--- config.mk ---
export PLATFORM = sky130hd
export DESIGN_NAME = tsm_cell
export DESIGN_NICKNAME = d
export VERILOG_FILES = /design/src/design/tsm_pkg.sv /design/src/design/tsm_cell.sv
export SDC_FILE = /design/constraint.sdc
export NUM_CORES = 1
export LEC_CHECK = 0
export ABC_CLOCK_PERIOD_IN_PS = 4000
export BUFFER_PORTS_ARGS = -buffer_cell sky130_fd_sc_hd__buf_2
export CAP_MARGIN = 20
export CELL_PAD_IN_SITES_DETAIL_PLACEMENT = 1
export CELL_PAD_IN_SITES_GLOBAL_PLACEMENT = 1
export CORE_MARGIN = 5
export CORE_UTILIZATION = 49
export DETAILED_ROUTE_END_ITERATION = 8
export GPL_ROUTABILITY_DRIVEN = 0
export PLACE_DENSITY_LB_ADDON = 0.05
export SLEW_MARGIN = 20
export SYNTH_ARGS = -nofsm -noshare
export SYNTH_HDL_FRONTEND = slang
export SYNTH_SLANG_ARGS = --single-unit
--- constraint.sdc ---
create_clock -name clk -period 4 [get_ports clk]
set_input_delay 0.8 -clock clk [delete_from_list [all_inputs] [get_ports clk]]
set_output_delay 0.8 -clock clk [all_outputs]
set_load 0.01 [all_outputs]
--- src/design/tsm_pkg.sv ---
`timescale 1ns / 1ps
`default_nettype none
package tsm_pkg;

  localparam int DEF_MAX_ENTRIES   = 16;
  localparam int DEF_MAX_TOPIC_LEN = 32;

  localparam logic [7:0] SYM_HASH  = 8'h23;
  localparam logic [7:0] SYM_PLUS  = 8'h2B;
  localparam logic [7:0] SYM_SLASH = 8'h2F;

  localparam logic [2:0] OP_SUBSCRIBE    = 3'd0;
  localparam logic [2:0] OP_PUBLISH      = 3'd1;
  localparam logic [2:0] OP_UNSUB_TOPIC  = 3'd2;
  localparam logic [2:0] OP_UNSUB_PROG   = 3'd3;
  localparam logic [2:0] OP_SHIFT_PROG   = 3'd4;

  localparam logic [1:0] ST_OK        = 2'd0;
  localparam logic [1:0] ST_TABLE_FULL = 2'd1;
  localparam logic [1:0] ST_TOO_LONG  = 2'd2;

  localparam logic KIND_MATCH = 1'b0;
  localparam logic KIND_DONE  = 1'b1;

  typedef enum logic [3:0] {
    C_HOLD,
    C_STEP,
    C_RESTART,
    C_LOAD,
    C_LOADREC,
    C_SWEEP,
    C_SHIFT,
    C_PROG,
    C_MARK
  } cell_op_t;

  typedef enum logic [2:0] {
    S_IDLE,
    S_EMIT,
    S_DONE,
    S_COPY,
    S_LOADREC,
    S_FIND,
    S_SWEEP,
    S_SHIFT
  } state_t;

  typedef struct packed {
    cell_op_t   op;
    logic [7:0] sym;
    logic       last;
    logic       mark;
    logic [7:0] prog;
    logic [7:0] func;
    logic       prov;
  } cell_ctl_t;

  typedef struct packed {
    logic [7:0] prog;
    logic [7:0] func;
    logic       prov;
    logic       dec;
    logic       res;
    logic       skip;
    logic       eq;
    logic       hit;
    logic       rm;
  } cell_rec_t;

endpackage
`default_nettype wire

--- src/design/tsm_cell.sv ---
`timescale 1ns / 1ps
`default_nettype none
module tsm_cell #(
  parameter int TOPIC_LEN = tsm_pkg::DEF_MAX_TOPIC_LEN,
  localparam int AW = $clog2(TOPIC_LEN),
  localparam int LW = $clog2(TOPIC_LEN + 1)
) (
  input  wire                 clk,
  input  wire                 rst,
  input  tsm_pkg::cell_ctl_t  ctl,
  input  wire  [LW-1:0]       idx_m,
  input  wire  [AW-1:0]       rb_addr,
  input  wire  [AW-1:0]       addr,
  input  wire                 wr_en,
  input  wire  [AW-1:0]       wr_addr,
  input  wire  [7:0]          wr_data,
  input  wire  [LW-1:0]       load_len,
  input  wire                 sel,
  input  wire                 shift_en,
  input  tsm_pkg::cell_rec_t  nb_rec,
  input  wire  [LW-1:0]       nb_s,
  input  wire  [LW-1:0]       nb_flen,
  input  wire  [7:0]          nb_rda,
  output tsm_pkg::cell_rec_t  rec,
  output logic [LW-1:0]       s,
  output logic [LW-1:0]       flen,
  output logic [7:0]          rda
);
  import tsm_pkg::*;

  logic [7:0]    mem [TOPIC_LEN];
  logic [7:0]    rdb;
  cell_rec_t     rec_next;
  logic [LW-1:0] s_next;
  logic [LW-1:0] flen_next;
  logic [AW-1:0] ra;
  logic          we;
  logic [AW-1:0] waddr;
  logic [7:0]    wdata;
  logic [LW:0]   s_p1;
  logic [LW:0]   fl_x;
  logic [LW:0]   m_x;
  logic          eq_fin;

  always_comb begin
    rec_next  = rec;
    s_next    = s;
    flen_next = flen;
    we        = 1'b0;
    waddr     = wr_addr;
    wdata     = wr_data;
    s_p1      = {1'b0, s} + 1'b1;
    fl_x      = {1'b0, flen};
    m_x       = {1'b0, idx_m};
    eq_fin    = 1'b0;
    unique case (ctl.op)
      C_HOLD: begin
      end
      C_STEP: begin
        // rda holds the filter symbol at s, rdb the one at the topic index
        if (!rec.dec) begin
          if (rec.skip) begin
            if (ctl.sym == SYM_SLASH) begin
              rec_next.skip = 1'b0;
              if ({1'b0, s} >= fl_x) begin
                rec_next.dec = 1'b1;
                rec_next.res = ctl.last;
              end else if (ctl.last) begin
                rec_next.dec = 1'b1;
                rec_next.res = 1'b0;
              end
            end else if (ctl.last) begin
              rec_next.dec = 1'b1;
              rec_next.res = 1'b0;
            end
          end else if (rda == SYM_HASH) begin
            rec_next.dec = 1'b1;
            rec_next.res = 1'b1;
          end else if (rda == SYM_PLUS) begin
            if (s_p1 >= fl_x) begin
              rec_next.dec = 1'b1;
              rec_next.res = 1'b1;
            end else begin
              // skip the separator after the plus, then the level itself
              s_next = LW'(s_p1 + 1'b1);
              if (ctl.sym == SYM_SLASH || ctl.last) begin
                rec_next.dec = 1'b1;
                rec_next.res = 1'b0;
              end else begin
                rec_next.skip = 1'b1;
              end
            end
          end else if (rda == ctl.sym) begin
            if (s_p1 >= fl_x) begin
              rec_next.dec = 1'b1;
              rec_next.res = ctl.last;
            end else if (ctl.last) begin
              rec_next.dec = 1'b1;
              rec_next.res = 1'b0;
            end else begin
              s_next = LW'(s_p1);
            end
          end else begin
            rec_next.dec = 1'b1;
            rec_next.res = 1'b0;
          end
        end
        if (m_x >= fl_x || rdb != ctl.sym) begin
          rec_next.eq = 1'b0;
        end
        eq_fin = rec_next.eq && ((m_x + 1'b1) == fl_x);
        if (ctl.last) begin
          rec_next.hit  = rec_next.res;
          rec_next.rm   = ctl.mark && (rec.prog == ctl.prog) && eq_fin;
          rec_next.dec  = 1'b0;
          rec_next.res  = 1'b0;
          rec_next.skip = 1'b0;
          rec_next.eq   = 1'b1;
          s_next        = '0;
        end
      end
      C_RESTART: begin
        rec_next.dec  = 1'b0;
        rec_next.res  = 1'b0;
        rec_next.skip = 1'b0;
        rec_next.eq   = 1'b1;
        s_next        = '0;
      end
      C_LOAD: begin
        if (sel && wr_en) begin
          we = 1'b1;
        end
      end
      C_LOADREC: begin
        if (sel) begin
          rec_next.prog = ctl.prog;
          rec_next.func = ctl.func;
          rec_next.prov = ctl.prov;
          rec_next.dec  = 1'b0;
          rec_next.res  = 1'b0;
          rec_next.skip = 1'b0;
          rec_next.eq   = 1'b1;
          rec_next.hit  = 1'b0;
          rec_next.rm   = 1'b0;
          s_next        = '0;
          flen_next     = load_len;
        end
      end
      C_SWEEP: begin
        if (shift_en && wr_en) begin
          we    = 1'b1;
          wdata = nb_rda;
        end
      end
      C_SHIFT: begin
        if (shift_en) begin
          rec_next  = nb_rec;
          s_next    = nb_s;
          flen_next = nb_flen;
        end
      end
      C_PROG: begin
        if (rec.prog > ctl.prog) begin
          rec_next.prog = rec.prog - 8'd1;
        end
      end
      C_MARK: begin
        rec_next.rm = (rec.prog == ctl.prog);
      end
      default: begin
      end
    endcase
    if (rst) begin
      ra = '0;
    end else if (ctl.op == C_SWEEP) begin
      ra = addr;
    end else begin
      ra = s_next[AW-1:0];
    end
  end

  always_ff @(posedge clk) begin
    if (rst) begin
      rec <= '{prog: 8'd0, func: 8'd0, prov: 1'b0, dec: 1'b0, res: 1'b0,
               skip: 1'b0, eq: 1'b1, hit: 1'b0, rm: 1'b0};
      s   <= '0;
    end else begin
      rec <= rec_next;
      s   <= s_next;
    end
    flen <= flen_next;
  end

  always_ff @(posedge clk) begin
    if (we) begin
      mem[waddr] <= wdata;
    end
    rda <= mem[ra];
    rdb <= mem[rb_addr];
  end

endmodule
`default_nettype wire

==> results of run 1 <==
[layout by cell type (no fill, tap or decap), types with 17 or more instances in the layout]
cell / Yosys / final
ha_1: 31 / 29
a211oi_1: 37 / 36
mux4_2: 80 / 80
edfxtp_1: 262 / 262
a21oi_1: 51 / 44
buf_4: 3 / 141
clkbuf_16: 0 / 37
nor3_1: 21 / 17
buf_2: 15 / 155
mux2_2: 38 / 38
nand2_1: 129 / 128
nand3_1: 21 / 17
dfxtp_1: 45 / 42
nor2_1: 78 / 76
xnor2_1: 28 / 27
mux2i_1: 69 / 64
inv_1: 24 / 24
[layout make-up]
| class | instances | share of cell area (%) |
|---|---|---|
| Timing Repair Buffer | 315 | 10.9 |
| Clock buffer | 43 | 4.64 |
| Sequential cell | 307 | 43.5 |
| Multi-Input combinational cell | 827 | 36.9 |
| Clock inverter | 18 | 0.868 |
| Inverter | 25 | 0.465 |
| Tap cell | 442 | 2.74 |
[power by group]
part           switching [µW]  internal, µW  total [µW]
clock network            1310          1860        3170
registers                36.7          3510        3540
logic                     425           326         751
[metal layers]
layer | part of all wire [%] | up-vias | routed length (µm)
met3 | 9.0 | 108 | 5150
met2 | 47 | 648 | 26700
met5 | 0 | - | 0
met4 | 3.8 | 0 | 2160
met1 | 40 | 6480 | 23000
li1 | - | 5471 | -
[cells by family after synthesis]
kind of cell               count (synthesis)
buffers and inverters                    100
DFF                                      307
AOI/OAI and AO/OA                        253
adders and majority gates                 31
muxes                                    187
and+or+nand+nor                          325
xor gates and xnor gates                  31
[metrics by stage]
step	setup TNS [ns]	total power, µW	instance area (µm²)
after floorplan	0	3990	16200
after global placement	-1.53	4290	18300
after detailed placement	-2.92	4310	18300
after CTS	0	7460	19500
after global routing	-0.122	7700	20200
final	0	7470	20200
[sequential cells by signal, summed over array words and instances, names as in the netlist]
register	flops
flen	6
s	6
rda	8
rec	23
mem	256
rdb	8
[what timing repair did]
action | 4_1_cts | 5_1_grt
setup endpoints to repair | 8 | 8
resized for setup | 25 | 65
setup buffers | 4 | 30
cloned | 0 | 1
pin swaps | 6 | 18
[worst max path at each step]
stage	start	end	slack (ns)
2_1_floorplan	s[1]	rda[4]	0.25
3_3_place_gp	s[1]	rda[2]	-0.49
3_5_place_dp	s[1]	rda[2]	-0.69
4_1_cts	s[0]	rda[3]	0.02
5_1_grt	s[1]	rda[2]	-0.06
6_report	s[1]	rda[2]	0.03
[worst max-delay path, stage by stage, from the launching register on]
cell and delay (ns):
dfxtp_4 0.36, buf_4 0.14, ha_1 0.34, inv_1 0.09, ha_1 0.19, a21o_1 0.21
a31oi_4 0.17, o22ai_2 0.12, buf_4 0.17, nor3_2 0.25, nand3_1 0.18, a311oi_2 0.28
buf_4 0.23, nand3_4 0.26, o22ai_1 0.50, a2111oi_4 0.08, a22oi_1 0.28
==> results.md, run 1 <==
- Outcome: finished clean
- CP Data Required Time: between 4 and 5 ns
- Crit path max fanout: 16
- Mux share of post-synthesis cell area: 18.0%
- Die Y: slightly below 200 µm
- Worst-path clk slew: 0.06 ns
- Number of global-route vias before repair: 12900
- Worst-margin pin slew: around 0.83 ns
- Register area share after synthesis: between 50% and 60%
- Final #Nets: 1656
- Syn Std Cell Area: 16200 µm²
- WHS: 0.498 ns
- Met1 usage: 41.2%
- Routed wire length: roughly 57000 µm
- Synth area leaders: edfxtp_1, mux4_2, dfxtp_1, mux2i_1, nand2_1
- CP Class: flip-flop to flip-flop
- # clock sinks: roughly 310
- Synth Area in Compound Gates: a little under an eighth
- Cell variety after synth: 78
- Setup violators final: 0
- Global Route met2 Usage: a little under half
- Max VDD drop: between 0.3 and 0.4 mV
- Most frequent cell after synthesis: edfxtp_1
- Detailed Route Iter0 Violations: roughly 1400
- Die Span X: 192 µm
- First-pass GRT wire length: between 80000 and 90000 µm
- Setup crit start kind: flip-flop
- Final core occ: between 60% and 70%
- Clk Latency, worst-skew pair: 0.53 ns
- DPL Wire Length: approximately 40000 µm
- WL per Instance: 28.9 µm
- Critical R2R Capture: rda[2]
- Global routing's busiest layer: met2
- First-pass DRT Iterations: 5
- Root Driver: clkbuf_16
- Multi-input logic area: between 7000 and 8000 µm²
- Cell row count: 66
- FF-to-FF Start: s[1]
- FF-to-FF setup slack: between 0.02 and 0.03 ns
- Crit path capture type: flip-flop
- Initial core utilization: around half
- Register bit total from synthesis: around 310
- HP Class: flip-flop to flip-flop
- Total I/O pin count: 157
- Max Clock Freq: ~250 MHz
- Post-synthesis simple-gate area fraction: under 10%
- Slew HR: approximately 44%
- Min Tclk post-route: about 4 ns
- CTS buffer count: 35
- Worst Clk Skew: 0.0148 ns
- Leakage: between 0.007 and 0.008 µW
- Syn avg cell area: around 13 µm²
- Cell Count Post-Placement: approximately 1900
- Synth Area in XOR/XNOR: around 1.7%
- Core Region: ~33000 µm²
- Reg area: a little under 9000 µm²
- CTS Hold Bufs: 0
- CP arrival: approximately 4.4 ns
- Post-synth EDFFs: about 260
- Post-Synthesis Cells: 1234
- Yosys top cell area share: 48.4%
- Post-synth ARST share: 0%
- CTS tree: done
- Met3 GRT Util: roughly 6.6%
- Port Buffer Count: 156
- Largest family of logic cells by synthesized area: multiplexers
- GRT overflow: 0
- Net Count, Synth: around 1400
- DRT antenna net count: 0
- Worst Hold End: rec[0]
- Hold depth: 2
- Leading area contributor after synthesis: edfxtp_1
- PwrDens: approximately 370 nW/µm²
- Ant diodes: 0
- Layout cells sized above 1: a little under two fifths
- Routed via count: between 10000 and 15000
- Hold Path Origin: rec[0]
- Tot GR Track Use: 30.0%
- Max-slew violations: 0
- Largest net degree at the start of global routing: 33
- Post-synth top cells: edfxtp_1, nand2_1, mux4_2
- Adder-cell share of the synthesized area: 2.39%
- Syn. warnings: 0
- Antenna violations before repair: 0
- FF-to-FF path depth: 16
- Remaining DRCs: 0
- Die area: ~37000 µm²
- Fin worst setup slack: 0.0290 ns
- Worst Setup Slack post-DPL: -0.692 ns
- Final Non-Filler Cells: 1977
- H-tree levels: 2
- # Max-Cap Violations: 0
- Hold violation count in the final report: 0
- Crit share post-route: approximately 99%
- P&R area growth vs syn: 24.3%
- Avg Vias per Cell: between 6 and 7
- Fill count: approximately 3200
- Maximum buffer depth of the clock tree: 3
- Synth Flop Type: edfxtp_1
(Power assumes the default switching activity.)
==> run 2, diff against run 1 <==
--- a/config.mk
+++ b/config.mk
@@ -8,10 +8,8 @@
 export ABC_CLOCK_PERIOD_IN_PS = 4000
 export BUFFER_PORTS_ARGS = -buffer_cell sky130_fd_sc_hd__buf_2
 export CAP_MARGIN = 20
-export CELL_PAD_IN_SITES_DETAIL_PLACEMENT = 1
-export CELL_PAD_IN_SITES_GLOBAL_PLACEMENT = 1
 export CORE_MARGIN = 5
-export CORE_UTILIZATION = 49
+export CORE_UTILIZATION = 60
 export DETAILED_ROUTE_END_ITERATION = 8
 export GPL_ROUTABILITY_DRIVEN = 0
 export PLACE_DENSITY_LB_ADDON = 0.05
==> results.md, run 2 (synthesis gave the netlist of run 1 again) <==
- Worst path bufs/invs: 3 (-1)
- Outcome: finished clean
- Multi-input logic area: 7290 µm² (-2.2%)
- Largest regs: mem x256, rec x23
- CP top delay family: simple AND/OR/NAND/NOR gates
- CP Cell Sequence: ha_4 -> nand4_1 -> xnor2_2 -> ha_1 -> o21bai_2 -> or3_4 -> or3_4 -> o21ai_4 -> and3_4 -> buf_4 -> buf_12 -> buf_12 -> mux2i_1 -> o22ai_1 -> a2111oi_2 -> a22oi_1
- Die Y: 175 µm (-9.1%)
- Die Span X: 175 µm (-9.1%)
- Avg Vias per Cell: 6.66 (+3.6%)
- Worst-margin pin slew: 0.858 ns (+0.0235 ns)
- Largest net degree at the start of global routing: 45 (+36%)
- Leakage: 0.00704 µW (-2.9%)
- Number of global-route vias before repair: 11800 (-8.6%)
- Setup violators final: 0 (unchanged)
- FF-to-FF Start: s[2]
- P&R area growth vs syn: 20.3%
- HP Class: input port to flip-flop
- Commonest non-fill, non-tap cell in the layout: edfxtp_1
- Die area: 30500 µm² (-17%)
- Max Clock Freq: 253 MHz (+0.62%)
- Routed wire length: 48500 µm (-15%)
- Max VDD drop: 0.326 mV (-12%)
- CP arrival: 4.39 ns (about the same)
- Final #Nets: 1622 (-2.1%)
- Largest register FFs: 256 (unchanged)
- Worst Clk Skew: 0.0202 ns (+0.00539 ns)
- Hold Path Origin: nb_s[5]
- FF-to-FF path depth: 16 (unchanged)
- Min Tclk post-route: 3.95 ns (-0.0243 ns)
- WL per Instance: 26.3 µm (-8.9%)
- CP Class: flip-flop to flip-flop
- # clock sinks: 307 (unchanged)
- DRT antenna net count: 0 (unchanged)
- Root Driver: clkbuf_16
- Cell row count: 60 (-9.1%)
- Antenna violations before repair: 0 (unchanged)
- Worst Hold End: s[5]
- PwrDens: 372 nW/µm² (+0.69%)
- H-tree levels: 1 (-1)
- Critical path's slowest cell: or3_4
- GRT overflow: 0 (unchanged)
- Port Buffer Count: 156 (unchanged)
- FF-to-FF setup slack: 0.05 ns (+0.02 ns)
- CP startpoint: s[2]
- Fill count: 1812 (-44%)
- Reg area: 8780 µm² (unchanged)
- Crit path capture type: flip-flop
- Core Region: 26800 µm² (-18%)
- Layout cells sized above 1: 34.2% (-2.7 points)
- Max-slew violations: 0 (unchanged)
- Fin worst setup slack: 0.0533 ns (+0.0243 ns)
- Initial core utilization: 60.6% (+11 points)
- First-pass DRT Iterations: 5 (unchanged)
- CTS buffer count: 31 (-11%)
- Worst-path clk slew: 0.07 ns (about the same)
- CP Data Required Time: 4.44 ns (about the same)
- Final core occ: 72.9% (+11 points)
- Setup crit start kind: flip-flop
- DPL Wire Length: 34000 µm (-15%)
- Clk Latency, worst-skew pair: 0.59 ns (+0.06 ns)
- Routed via count: 12300 (-3.4%)
- Hold depth: 3 (+1)
- Crit-path max cell delay: 0.41 ns (-0.09 ns)
- Tot GR Track Use: 30.6% (+0.64 points)
- Hold violation count in the final report: 0 (unchanged)
- Finished Cell Area: 19500 µm² (-3.2%)
- CTS tree: done
- Slew HR: 42.6% (-1.8 points)
- Placed cell area: 18000 µm² (-1.3%)
- Largest register by flop count: mem
- Crit path max fanout: 8 (-8)
- # Max-Cap Violations: 0 (unchanged)
- Worst Setup Slack post-DPL: -0.157 ns (+0.536 ns)
- Total I/O pin count: 157 (unchanged)
- Detailed Route Iter0 Violations: 1759 (+23%)
- Maximum buffer depth of the clock tree: 3 (unchanged)
- First-pass GRT wire length: 71600 µm (-13%)
- Most frequent cells in the layout: edfxtp_1, buf_2, nand2_1
- Critical R2R Capture: rda[5]
- Remaining DRCs: 0 (unchanged)
- Final Power: 7280 µW (-2.5%)
- Ant diodes: 0 (unchanged)
- Crit share post-route: 98.7% (-0.61 points)
[run 2: metrics by stage]
stage / cells / setup TNS (ns) / hold WS (ns)
4_1_cts: 1827 / 0 / 0.478
5_1_grt: 1843 / -0.234 / 0.520
3_3_place_gp: 1768 / -0.685 / 0.483
2_1_floorplan: 1234 / 0 / 0.504
3_5_place_dp: 1768 / -0.680 / 0.494
6_report: 1843 / 0 / 0.497
[run 2: area by class of cell]
class                           instances  area share [%]
Sequential cell                       307            44.9
Multi-Input combinational cell        827            37.3
Inverter                               25           0.480
Timing Repair Buffer                  285            9.65
Tap cell                              341            2.18
Clock buffer                           34            4.03
Clock inverter                         24            1.44
[run 2: worst min-delay path, cell delays in order]
cell	delay, ns
buf_2	0.08
a221oi_1	0.06
nor2_1	0.09
[run 2: per-layer routing]
metal / track usage, % / share of wire, % / wire, µm / vias up
met5: 0 / 0 / 0 / -
met4: 11.8 / 4.6 / 2230 / 0
met3: 6.87 / 12 / 5740 / 125
met2: 45.7 / 44 / 21300 / 864
met1: 44.5 / 40 / 19200 / 5897
li1: - / - / - / 5391
[run 2: timing repair]
item                       4_1_cts  5_1_grt
pin swaps                        2        6
setup endpoints to repair        8        8
buffers inserted                 0       15
resized for setup               10       44
hold buffers                     0        0
cloned                           1        1
[run 2: how the worst max path moves through the flow]
stage	cells past startpoint	end
after floorplan	14	rda[4]
after global placement	15	rda[0]
after detailed placement	15	rda[0]
after CTS	17	rda[1]
after global routing	17	rda[5]
final	16	rda[5]
[run 2: report_power, final]
| group | switching (µW) | total (µW) | internal (µW) |
|---|---|---|---|
| logic | 389 | 700 | 311 |
| registers | 33.5 | 3540 | 3500 |
| clock network | 1280 | 3040 | 1760 |
| total | 1700 | 7280 | 5570 |
